### src/rtl/rgb_pkg.sv
// shared constants and types for the run-length bit vector
package rgb_pkg;
    localparam int VectorBits = 1024;
    localparam int GroupBits  = 8;
    localparam int NGroups    = VectorBits / GroupBits;
    localparam int UsedBits   = NGroups * GroupBits;
    localparam int IdxW       = 10;
    localparam int AddrW      = $clog2(NGroups);
    localparam int CntW       = 8;
    localparam int TableDepth = 2 * NGroups;

    localparam logic OP_READ = 1'b0;
    localparam logic OP_SET  = 1'b1;

    typedef struct packed {
        logic start_read;
        logic start_set;
    } rgb_cmd_t;

    typedef struct packed {
        logic done;
        logic ready;
    } rgb_stat_t;
endpackage

### src/rtl/rgb_ram.sv
// generic single-port-write ram with registered read
module rgb_ram #(
    parameter int Width = 8,
    parameter int Depth = 128
) (
    input  logic                     clk,
    input  logic                     we,
    input  logic [$clog2(Depth)-1:0] waddr,
    input  logic [Width-1:0]         wdata,
    input  logic [$clog2(Depth)-1:0] raddr,
    output logic [Width-1:0]         rdata
);
    logic [Width-1:0] mem [Depth];

    always_ff @(posedge clk)
    begin
        if (we)
        begin
            mem[waddr] <= wdata;
        end
        rdata <= mem[raddr];
    end
endmodule

### src/rtl/rgb_datapath.sv
// run table datapath: walks runs for reads, rebuilds the table into the other bank for sets
module rgb_datapath (
    input  logic                      clk,
    input  logic                      rst_n,
    input  rgb_pkg::rgb_cmd_t         cmd,
    input  logic                      op,
    input  logic [rgb_pkg::IdxW-1:0]  idx,
    output rgb_pkg::rgb_stat_t        stat,
    output logic                      bit_out,
    output logic [rgb_pkg::CntW-1:0]  used_out,
    output logic [rgb_pkg::CntW-1:0]  peak_out
);
    localparam int AW = rgb_pkg::AddrW;
    localparam int GB = rgb_pkg::GroupBits;
    localparam int CW = rgb_pkg::CntW;
    localparam int PW = $clog2(GB);

    typedef enum logic [6:0] {
        D_INIT  = 7'b0000001,
        D_IDLE  = 7'b0000010,
        D_RADDR = 7'b0000100,
        D_RWAIT = 7'b0001000,
        D_RCHK  = 7'b0010000,
        D_SWALK = 7'b0100000,
        D_FIN   = 7'b1000000
    } dstate_t;

    dstate_t st_reg, st_next;
    // source read pointer, destination write pointer
    logic [AW:0] r_reg, r_next;
    logic [AW:0] w_reg, w_next;
    logic [AW:0] used_reg, used_next;
    logic [CW-1:0] peak_reg, peak_next;
    logic [AW+1:0] end_reg, end_next;
    logic [AW:0] g_reg;
    logic [PW-1:0] pos_reg;
    logic op_reg, bit_reg, bit_next;
    // bank holding the live table
    logic bank_reg, bank_next;
    // pending output run
    logic [GB-1:0] pp_reg, pp_next;
    logic [CW-1:0] pc_reg, pc_next;
    logic have_reg, have_next;
    logic [AW:0] gpos_reg, gpos_next;

    logic we;
    logic [AW:0] waddr, raddr;
    logic [GB-1:0] wpat, rpat;
    logic [CW-1:0] wcnt, rcnt;

    rgb_ram #(.Width(GB), .Depth(rgb_pkg::TableDepth)) u_pat (
        .clk(clk), .we(we), .waddr(waddr), .wdata(wpat), .raddr(raddr), .rdata(rpat));
    rgb_ram #(.Width(CW), .Depth(rgb_pkg::TableDepth)) u_cnt (
        .clk(clk), .we(we), .waddr(waddr), .wdata(wcnt), .raddr(raddr), .rdata(rcnt));

    assign raddr = {bank_reg, r_reg[AW-1:0]};

    // a source run is split into before, the target group, and after; pieces
    // stream through one merge stage. sub-step tracked by seg_reg.
    logic [1:0] seg_reg, seg_next;
    logic [GB-1:0] mpat;
    logic [CW-1:0] mcnt;
    logic mval;
    logic [AW+1:0] rend;
    logic [CW-1:0] before_c, after_c;
    logic hit;

    always_comb
    begin
        rend = end_reg + (AW+2)'(rcnt);
        hit = ((AW+2)'(g_reg) >= end_reg) && ((AW+2)'(g_reg) < rend);
        before_c = CW'((AW+2)'(g_reg) - end_reg);
        after_c = CW'(rend - (AW+2)'(g_reg) - (AW+2)'(1));
        mval = 1'b0;
        mpat = rpat;
        mcnt = rcnt;
        unique case (seg_reg)
            2'd0:
            begin
                mval = hit ? (before_c != '0) : 1'b1;
                mcnt = hit ? before_c : rcnt;
            end
            2'd1:
            begin
                mval = 1'b1;
                mpat = rpat | (GB'(1) << pos_reg);
                mcnt = CW'(1);
            end
            2'd2:
            begin
                mval = after_c != '0;
                mcnt = after_c;
            end
            default:
            begin
                mval = 1'b0;
            end
        endcase
    end

    always_comb
    begin
        st_next = st_reg;
        r_next = r_reg;
        w_next = w_reg;
        used_next = used_reg;
        peak_next = peak_reg;
        end_next = end_reg;
        bit_next = bit_reg;
        bank_next = bank_reg;
        pp_next = pp_reg;
        pc_next = pc_reg;
        have_next = have_reg;
        gpos_next = gpos_reg;
        seg_next = seg_reg;
        we = 1'b0;
        waddr = {~bank_reg, w_reg[AW-1:0]};
        wpat = pp_reg;
        wcnt = pc_reg;
        stat.done = 1'b0;
        stat.ready = st_reg == D_IDLE;
        unique case (st_reg)
            D_INIT:
            begin
                // entry zero: one all-zero run covering every group
                we = 1'b1;
                waddr = '0;
                wpat = '0;
                wcnt = CW'(rgb_pkg::NGroups);
                st_next = D_IDLE;
            end
            D_IDLE:
            begin
                r_next = '0;
                w_next = '0;
                end_next = '0;
                have_next = 1'b0;
                seg_next = 2'd0;
                if (cmd.start_read || cmd.start_set)
                begin
                    bit_next = 1'b0;
                    st_next = D_RADDR;
                end
            end
            D_RADDR:
            begin
                st_next = D_RWAIT;
            end
            D_RWAIT:
            begin
                st_next = op_reg ? D_SWALK : D_RCHK;
            end
            D_RCHK:
            begin
                if (hit || r_reg + 1'b1 >= used_reg)
                begin
                    bit_next = hit ? rpat[pos_reg] : 1'b0;
                    st_next = D_FIN;
                end
                else
                begin
                    end_next = rend;
                    r_next = r_reg + 1'b1;
                    st_next = D_RADDR;
                end
            end
            D_SWALK:
            begin
                // merge current piece into pending run; write out when it differs.
                // rebuilt runs go to the other bank, so reads are never disturbed
                if (mval)
                begin
                    if (have_reg && pp_reg == mpat)
                    begin
                        pc_next = pc_reg + mcnt;
                    end
                    else
                    begin
                        if (have_reg)
                        begin
                            we = 1'b1;
                            w_next = w_reg + 1'b1;
                        end
                        pp_next = mpat;
                        pc_next = mcnt;
                        have_next = 1'b1;
                    end
                end
                if (seg_reg == 2'd0 && !hit || seg_reg == 2'd2)
                begin
                    seg_next = 2'd0;
                    end_next = rend;
                    if (r_reg + 1'b1 >= used_reg)
                    begin
                        st_next = D_FIN;
                        gpos_next = '1;
                    end
                    else
                    begin
                        r_next = r_reg + 1'b1;
                        st_next = D_RADDR;
                    end
                end
                else
                begin
                    seg_next = seg_reg + 2'd1;
                end
            end
            D_FIN:
            begin
                if (op_reg && gpos_reg[0])
                begin
                    we = 1'b1;
                    bank_next = ~bank_reg;
                    used_next = w_reg + 1'b1;
                    if (CW'(w_reg + 1'b1) > peak_reg)
                    begin
                        peak_next = CW'(w_reg + 1'b1);
                    end
                    gpos_next = '0;
                end
                else
                begin
                    stat.done = 1'b1;
                    st_next = D_IDLE;
                end
            end
            default:
            begin
                st_next = D_IDLE;
            end
        endcase
    end

    always_ff @(posedge clk or negedge rst_n)
    begin
        if (!rst_n)
        begin
            st_reg <= D_INIT;
            used_reg <= (AW+1)'(1);
            peak_reg <= '0;
            r_reg <= '0;
            w_reg <= '0;
            end_reg <= '0;
            have_reg <= 1'b0;
            seg_reg <= '0;
            gpos_reg <= '0;
            bit_reg <= 1'b0;
            bank_reg <= 1'b0;
        end
        else
        begin
            st_reg <= st_next;
            used_reg <= used_next;
            peak_reg <= peak_next;
            r_reg <= r_next;
            w_reg <= w_next;
            end_reg <= end_next;
            have_reg <= have_next;
            seg_reg <= seg_next;
            gpos_reg <= gpos_next;
            bit_reg <= bit_next;
            bank_reg <= bank_next;
        end
    end

    always_ff @(posedge clk)
    begin
        pp_reg <= pp_next;
        pc_reg <= pc_next;
        if (st_reg == D_IDLE && (cmd.start_read || cmd.start_set))
        begin
            op_reg <= op;
            g_reg <= (AW+1)'(idx / GB);
            pos_reg <= PW'(GB - 1 - (idx % GB));
        end
    end

    assign bit_out = bit_reg & ~op_reg;
    assign used_out = CW'(used_reg);
    assign peak_out = peak_reg;
endmodule

### src/rtl/rgb_ctrl.sv
// item controller: handshakes, range check, result register
module rgb_ctrl (
    input  logic                     clk,
    input  logic                     rst_n,
    input  logic                     in_valid,
    output logic                     in_ready,
    input  logic                     opcode,
    input  logic [rgb_pkg::IdxW-1:0] bit_index,
    output logic                     out_valid,
    input  logic                     out_ready,
    output logic                     index_error,
    output rgb_pkg::rgb_cmd_t        cmd,
    input  rgb_pkg::rgb_stat_t       stat
);
    typedef enum logic [2:0] {
        C_IDLE = 3'b001,
        C_BUSY = 3'b010,
        C_OUT  = 3'b100
    } cstate_t;

    cstate_t st_reg, st_next;
    logic err_reg, err_next;
    logic oor;

    assign oor = 32'(bit_index) >= 32'(rgb_pkg::UsedBits);
    assign in_ready = (st_reg == C_IDLE) && stat.ready;
    assign out_valid = st_reg == C_OUT;
    assign index_error = err_reg;

    always_comb
    begin
        st_next = st_reg;
        err_next = err_reg;
        cmd.start_read = 1'b0;
        cmd.start_set = 1'b0;
        unique case (st_reg)
            C_IDLE:
            begin
                if (in_valid && stat.ready)
                begin
                    err_next = oor;
                    if (oor)
                    begin
                        st_next = C_OUT;
                    end
                    else
                    begin
                        cmd.start_read = opcode == rgb_pkg::OP_READ;
                        cmd.start_set = opcode == rgb_pkg::OP_SET;
                        st_next = C_BUSY;
                    end
                end
            end
            C_BUSY:
            begin
                if (stat.done)
                begin
                    st_next = C_OUT;
                end
            end
            C_OUT:
            begin
                if (out_ready)
                begin
                    st_next = C_IDLE;
                end
            end
            default:
            begin
                st_next = C_IDLE;
            end
        endcase
    end

    always_ff @(posedge clk or negedge rst_n)
    begin
        if (!rst_n)
        begin
            st_reg <= C_IDLE;
            err_reg <= 1'b0;
        end
        else
        begin
            st_reg <= st_next;
            err_reg <= err_next;
        end
    end
endmodule

### src/rtl/rle_group_bitvector_core.sv
// top level of the run-length coded bit vector
// a read walks runs through D_RADDR, D_RWAIT and D_RCHK up to the one holding the bit
// a set walks every run through D_RADDR, D_RWAIT and D_SWALK, writing the other bank
// throughput: one item at a time; next beat taken the cycle after the result beat
// reset: vector is one all-zero run of 128 groups, peak cleared; the D_INIT state
// after reset writes that run before in_ready rises
module rle_group_bitvector_core (
    input  logic                             clk,
    input  logic                             rst_n,
    input  logic                             in_valid,
    output logic                             in_ready,
    input  logic                             opcode,
    input  logic [rgb_pkg::IdxW-1:0]         bit_index,
    output logic                             out_valid,
    input  logic                             out_ready,
    output logic                             read_bit,
    output logic [rgb_pkg::CntW-1:0]         run_total,
    output logic [rgb_pkg::CntW-1:0]         peak_runs,
    output logic                             index_error
);
    rgb_pkg::rgb_cmd_t  cmd;
    rgb_pkg::rgb_stat_t stat;
    logic bit_w;

    rgb_ctrl u_ctrl (
        .clk(clk), .rst_n(rst_n), .in_valid(in_valid), .in_ready(in_ready),
        .opcode(opcode), .bit_index(bit_index), .out_valid(out_valid),
        .out_ready(out_ready), .index_error(index_error), .cmd(cmd), .stat(stat));

    rgb_datapath u_dp (
        .clk(clk), .rst_n(rst_n), .cmd(cmd), .op(opcode), .idx(bit_index),
        .stat(stat), .bit_out(bit_w), .used_out(run_total), .peak_out(peak_runs));

    assign read_bit = bit_w & ~index_error;
endmodule
### config.mk
export PLATFORM = sky130hd
export DESIGN_NAME = rle_group_bitvector_core
export DESIGN_NICKNAME = d
export VERILOG_FILES = /design/src/rtl/rgb_pkg.sv /design/src/rtl/rgb_ram.sv /design/src/rtl/rgb_datapath.sv /design/src/rtl/rgb_ctrl.sv /design/src/rtl/rle_group_bitvector_core.sv
export SDC_FILE = /design/constraint.sdc
export NUM_CORES = 2
export LEC_CHECK = 0
export BUFFER_PORTS_ARGS = -buffer_cell sky130_fd_sc_hd__buf_4
export CELL_PAD_IN_SITES_DETAIL_PLACEMENT = 0
export CELL_PAD_IN_SITES_GLOBAL_PLACEMENT = 1
export CORE_ASPECT_RATIO = 1.75
export CORE_MARGIN = 3
export CORE_UTILIZATION = 55
export DETAILED_ROUTE_END_ITERATION = 8
export PLACE_DENSITY = 0.82
export SKIP_CTS_REPAIR_TIMING = 1
export SLEW_MARGIN = 25
export SYNTH_ARGS = -nofsm -noshare
export SYNTH_HDL_FRONTEND = slang
export SYNTH_SLANG_ARGS = --single-unit
### constraint.sdc
create_clock -name clk -period 7.1 [get_ports clk]
set_input_delay 0.355 -clock clk [delete_from_list [all_inputs] [get_ports clk]]
set_output_delay 0.355 -clock clk [all_outputs]
set_load 0.1 [all_outputs]
# Yosys cells after proc, flatten, opt, wreduce, memory -nomap -nowiden
# Memory sizes are Yosys's and may differ from the RTL's. A register that Yosys moved wholly into a read port is not among the register bits.
# Index checks and enable logic that the tools add are counted.
[op_classes]
addsub = 9
order_cmp = 5
eq_ne = 27
n_shift = 1
n_mux = 57
bitwise = 6
n_reduce_logical = 30
[op_table]
columns = ["operator", "count"]
rows = [
  ["2-to-1 mux 8 bit", 12],
  ["one-hot mux 8 bit (3 select lines)", 2],
  ["one-hot mux 7 bit (6 select lines)", 1],
  ["2-to-1 mux 7 bit", 5],
  ["one-hot mux 9 bit (3 select lines)", 1],
  ["AND reduction 3 bit", 7],
  ["2-to-1 mux 1 bit", 18],
  ["2-to-1 mux 9 bit", 2],
  ["adder 8 x 1 -> 8 bit (second input constant)", 2],
  ["!= test 2 x 1 -> 1 bit (second input constant)", 8],
  ["one-hot mux 8 bit (2 select lines)", 1],
  ["nonzero test 8 bit", 2],
  ["!= test 2 bit (second input constant)", 6],
  ["AND reduction 4 bit", 3],
  ["adder 9 x 8 -> 9 bit", 1],
  [">= comparator 7 x 9 -> 1 bit", 1],
  ["less-than comparator 7 x 9 -> 1 bit", 1],
  ["2-to-1 mux 3 bit", 3],
  ["one-hot mux 3 bit (3 select lines)", 1],
  ["adder 8 bit", 1],
  ["equality test 8 bit", 1],
  [">= comparator 8 bit", 1],
  ["greater-than comparator 8 bit", 1],
  ["OR 8 bit", 1],
  ["34 further kinds", 53],
]
[word_totals]
register_bits = 84
ramBits = 4096
input_bits = 15
output_inout_bits = 20
wordCells = 154
n_memories = 2
[memory_table]
columns = ["name", "depth", "word_bits", "rd", "rd_ports_with_merged_regs", "wr", "line", "text"]
rows = [
  ["u_dp.u_cnt.mem", 256, 8, 1, 1, 1, "rgb_ram.sv:13", "logic [Width-1:0] mem [Depth];"],
  ["u_dp.u_pat.mem", 256, 8, 1, 1, 1, "rgb_ram.sv:13", ""],
]

# Logic depth before layout (Yosys ltp)
[depth]
word_depth = 10
ltp_mapped = 25
mapped_depth_nobuf = 23

# Modules after synthesis
# A second synthesis with hierarchy kept.
[unflattened]
cells_unflattened = 8146
hier_area_um2 = 165527.5
[modules_own_cells]
columns = ["mod", "instances", "cells_per_inst", "area_per_inst_um2", "seq_area_each_um2"]
rows = [
  ["rgb_ram", 2, 3733, 79556.3, 61659.1],
  ["rgb_datapath", 1, 660, 6200.9, 2164.6],
  ["rgb_ctrl", 1, 19, 200.2, 76.3],
  ["rle_group_bitvector_core", 1, 1, 13.8, 0.0],
]

# Worst setup path after synthesis
# No wires, ideal clock.
[synth_path]
path_type = "reg-to-reg"
from = "register u_dp.st_reg[2]"
to = "memory u_dp.u_cnt.mem[0][0] (data pin)"
setup_ns = 0.870
arrival_time_ns = 4.650
t_required_ns = 6.230
path_slack_ns = 1.580
stages_incl_launch_ff = 7
path_buffers = 2
period_less_slack_ns = 5.520
cell_sequence = "dfrtp_1 or2_2 nor2_1 nand3_1 clkbuf_1 clkbuf_1 and2_1"
[synth_via]
elab_chain_cells = 2
[synth_lines]
columns = ["item", "line", "text"]
rows = [
  ["from (decl)", "rgb_datapath.sv:28", "dstate_t st_reg, st_next;"],
  ["from (signal assigned)", "rgb_datapath.sv:253", "st_reg <= st_next;"],
  ["equality test 7 x 1 -> 1 bit", "rgb_datapath.sv:122", "unique case (st_reg)"],
  ["2-to-1 mux 8 bit", "rgb_datapath.sv:122", ""],
  ["named net u_dp.u_cnt.wdata[0]", "rgb_ram.sv:9", "input logic [Width-1:0] wdata,"],
  ["to (decl)", "rgb_ram.sv:13", ""],
]
# The timed path passes the listed nets, and every way through them passes these cells.

# Final worst setup path
[layout_path]
from = "register u_dp.end_reg[0]"
to = "memory u_dp.u_cnt.mem[227][0], enable pin"
[layout_via]
elab_chain_cells = 9
word_cells_on_any_way = 15
classes_between = "4 x add/sub; 2 x order compare; 6 x mux; 3 x reduce/logical"
[layout_lines]
columns = ["item", "line", "text"]
rows = [
  ["from (decl)", "rgb_datapath.sv:34", "logic [AW+1:0] end_reg, end_next;"],
  ["from (signal assigned)", "rgb_datapath.sv:258", "end_reg <= end_next;"],
  ["adder 9 x 8 -> 9 bit", "rgb_datapath.sv:70", "rend = end_reg + (AW+2)'(rcnt);"],
  ["subtractor 8 x 7 -> 8 bit / less-than comparator 7 x 9 -> 1 bit (equally long branches)", "rgb_datapath.sv:73, rgb_datapath.sv:71", ""],
  ["subtractor 8 x 1 -> 8 bit / logical AND 1 bit (equally long branches)", "rgb_datapath.sv:73, rgb_datapath.sv:71", ""],
  ["nonzero test 8 bit / 2-to-1 mux 1 bit (equally long branches)", "rgb_datapath.sv:91, rgb_datapath.sv:80", ""],
  ["one-hot mux 1 bit (3 select lines) (*)", "rgb_datapath.sv:77", "unique case (seg_reg)"],
  ["2-to-1 mux 1 bit (*)", "rgb_datapath.sv:171", "if (mval)"],
  ["one-hot mux 1 bit (3 select lines) (*)", "rgb_datapath.sv:122", ""],
  ["2-to-1 mux 1 bit (*)", "rgb_ram.sv:17", "if (we)"],
  ["2-to-1 mux 1 bit (implied by the code) (*)", "rgb_ram.sv:19", "mem[waddr] <= wdata;"],
]
# Every way passes the cells marked *; elsewhere a longest branch is shown, timed or not.

==> results.sh <==
export IMPL_status="finished, violations left"
export IMPL_violations="design-rule violations"
export IMPL_vias=83900
export IMPL_grt_overflow_total=0
export IMPL_die_h_um=729
export IMPL_power_density_nw_per_um2=254
export IMPL_cts_clk_slew_worst_paths_ns=0.07
export IMPL_num_io_pins=35
export IMPL_drc_errors=1
export IMPL_layout_nets=7917
export IMPL_total_power_w=0.0467
export IMPL_grt_usage_pct=31.1
export IMPL_wire_per_inst_um=39.5
export IMPL_start_kind="flip-flop"
export IMPL_crit_chain="ha_1 > fa_1 > a21o_1 > a21oi_1 > xor2_1 > inv_1 > ha_1 > and3_1 > a22oi_1 > nor2b_1 > xnor2_1 > o311a_1 > o41ai_2 > buf_4 > and2_4 > buf_12 > nor3_2 > buf_4"
export IMPL_yosysSeqAreaShare_pct=76.4
export IMPL_synth_warnings=0
export IMPL_grt_max_degree=189
export IMPL_peakVddDrop_mv=0.203
export IMPL_hp_class="primary input to asynchronous set/reset pin"
export IMPL_max_stage_delay_ns=0.81
export IMPL_rows=265
export IMPL_cp_max_fo=42
export IMPL_fin_tns_setup_ns=0
export IMPL_clk_path_buf_depth=4
export IMPL_syn2layout_area_growth_pct=12.1
export IMPL_avgSynthCellArea_um2=22.0
export IMPL_yosysMostFrequentCell="edfxtp_1"
export IMPL_core_area_um2=297000
export IMPL_ys_flop_type="edfxtp_1"
export IMPL_synth_top_area_share_pct=75.3
export IMPL_fin_crit_ns=5.98
export IMPL_post_drt_via_cell_ratio=6.99
export IMPL_start_util_pct=55.3
export IMPL_worstSkewPairLatency_ns=0.92
export IMPL_die_area_um2=306000
export IMPL_dieWidth_um=419
export IMPL_setup_violations=0
export IMPL_fin_crit_sh_pct=84.2
export IMPL_drtIter0Drc=12900
export IMPL_synthTopCellsByCount="edfxtp_1 (4123), mux4_2 (1109), nor3_1 (256)"
export IMPL_cp_arrival_ns=6.64
export IMPL_slew_violations=0
export IMPL_crit_required_ns=7.76
export IMPL_synth_seq_cells=4196
export IMPL_antenna_found_initial=23
export IMPL_grt_pass1_vias=83700
export IMPL_cts_sinks=4196
export IMPL_max_cap_viol_count=0
export IMPL_finalHoldViolations=0
export IMPL_wirelength_mm=474
export IMPL_critPathCaptureType="flip-flop"
export IMPL_syn_area_um2=164000
export IMPL_syn_inst=7461
export IMPL_cts_buffers=339
export IMPL_first_pass_iters=8
export IMPL_finalClockSkew_ns=0.0429
export IMPL_synthTopCellsByArea="edfxtp_1 (75%), mux4_2 (15%), mux2i_1 (1.4%)"
export IMPL_cts_htree_levels=5
export IMPL_grt_pass1_wl_mm=660
export IMPL_port_buffer_count=33
export IMPL_async_flop_share_pct=1.36
export IMPL_synth_edf_count=4123
export IMPL_ys_types=83
export IMPL_gp_congestion=0.941
export IMPL_leakage_nw=56.2
export IMPL_root_buffer="clkbuf_16"
export IMPL_synth_largest_area_cell="edfxtp_1"
export IMPL_dp_final_hpwl_mm=292
export IMPL_crit_type="flip-flop to flip-flop"
export IMPL_slew_headroom_pct=16.7
export IMPL_drive_gt1_share_pct=30.0
export IMPL_antenna_left=0
export IMPL_fmax_ghz=0.167
export IMPL_cts_tree="yes"
export IMPL_rsz0062_at_grt="no"
export IMPL_worst_pin_slew_ns=1.24
export IMPL_cp_slowest_cell="and2_4"
-- metal layers --
metal	global-route usage [%]	share of wire (%)	vias up
met3	6.43	10	1432
li1	-	-	32400
met2	49.1	48	6258
met1	37.2	31	43700
met5	0	0.039	-
met4	25.6	10	20
-- power breakdown --
part           switching (W)  internal, W  leakage, nW
sequential         0.0000165       0.0271         38.0
clock                0.00862       0.0104         5.32
combinational       0.000516     0.000132         12.9
total                0.00916       0.0376         56.2
-- critical path, delay by kind of cell, from the launching register on --
kind | cells | cell delay [ns]
buffers and inverters | 4 | 1.06
adders and majority gates | 3 | 1.02
xor gates and xnor gates | 2 | 0.39
and+or+nand+nor | 4 | 1.43
DFF | 1 | 0.41
AOI/OAI and AO/OA | 5 | 1.25
-- kinds of logic (layout without fill, tap and decap cells) --
kind of cell | count (synthesis) | in the layout | share of synthesized area, %
buffers and inverters | 506 | 1156 | 1.58
AOI/OAI and AO/OA | 568 | 568 | 2.40
and+or+nand+nor | 727 | 727 | 2.20
adders and majority gates | 58 | 58 | 0.460
muxes | 1363 | 1363 | 16.8
DFF | 4196 | 4196 | 76.4
other | 1 | 17 | 0.00228
xor gates and xnor gates | 42 | 42 | 0.224
-- cell usage in the layout (no fill, tap or decap), types with 16 or more instances in the layout --
| cell | instances |
|---|---|
| edfxtp_1 | 4123 |
| mux4_2 | 1109 |
| buf_4 | 404 |
| clkbuf_16 | 352 |
| mux2i_1 | 230 |
| nor3_2 | 189 |
| nand2_1 | 168 |
| a21oi_1 | 130 |
| o221ai_1 | 91 |
| nor2_1 | 77 |
| clkinv_1 | 62 |
| clkbuf_1 | 62 |
| a22oi_1 | 61 |
| o22ai_1 | 59 |
| inv_1 | 56 |
| buf_12 | 55 |
| ha_1 | 54 |
| o21ai_0 | 53 |
| clkinv_2 | 49 |
| dfrtp_1 | 48 |
| nor3_1 | 35 |
| bufinv_16 | 34 |
| nand3_1 | 33 |
| nor3_4 | 33 |
| nor4_2 | 26 |
| mux2_2 | 24 |
| xor2_1 | 22 |
| a21o_1 | 22 |
| clkinvlp_4 | 22 |
| xnor2_1 | 20 |
| nor2b_1 | 19 |
| a211oi_1 | 16 |
| and2_4 | 16 |
| dfxtp_1 | 16 |
-- area by class of cell --
cell class / count / area (um^2)
sequential: 4196 / 126000
fill: 19100 / 113000
multi-input combinational: 2760 / 38100
clock buffer: 417 / 9080
tap: 3871 / 4840
timing repair buffer: 485 / 4480
clock inverter: 192 / 1900
inverter: 62 / 243
antenna: 15 / 37.5
-- path summary, 6_finish.rpt --
kind	cells after the start	endpoint	slack (ns)	from
max	18	u_dp.u_cnt.mem[227][0]	1.12	u_dp.end_reg[0]
min	2	u_dp.peak_out[1]	0.06	rst_n
max reg2reg	18	u_dp.u_cnt.mem[227][0]	1.12	u_dp.end_reg[0]
min reg2reg	2	u_dp.used_out[0]	0.52	u_dp.used_out[0]
max in group asynchronous	2	u_dp.r_reg[0]	6.39	rst_n
min in group clk	2	u_dp.g_reg[2]	0.18	bit_index[5]
-- through the flow --
stage          cell area [um^2]  std cells  worst slack (ns)  util, %  hold WS (ns)
5_1_grt                  184000      12000             0.861     62.0         0.122
4_1_cts                  184000      12000              1.20     61.8        -0.482
3_3_place_gp             173000      11300              1.20     58.0         0.468
2_1_floorplan            164000       7462              1.58        -        0.0594
3_5_place_dp             173000      11300              1.25     58.1         0.481
6_report                 184000      12000              1.12     62.0        0.0632
No activity file was read; power rests on OpenSTA's default activity.
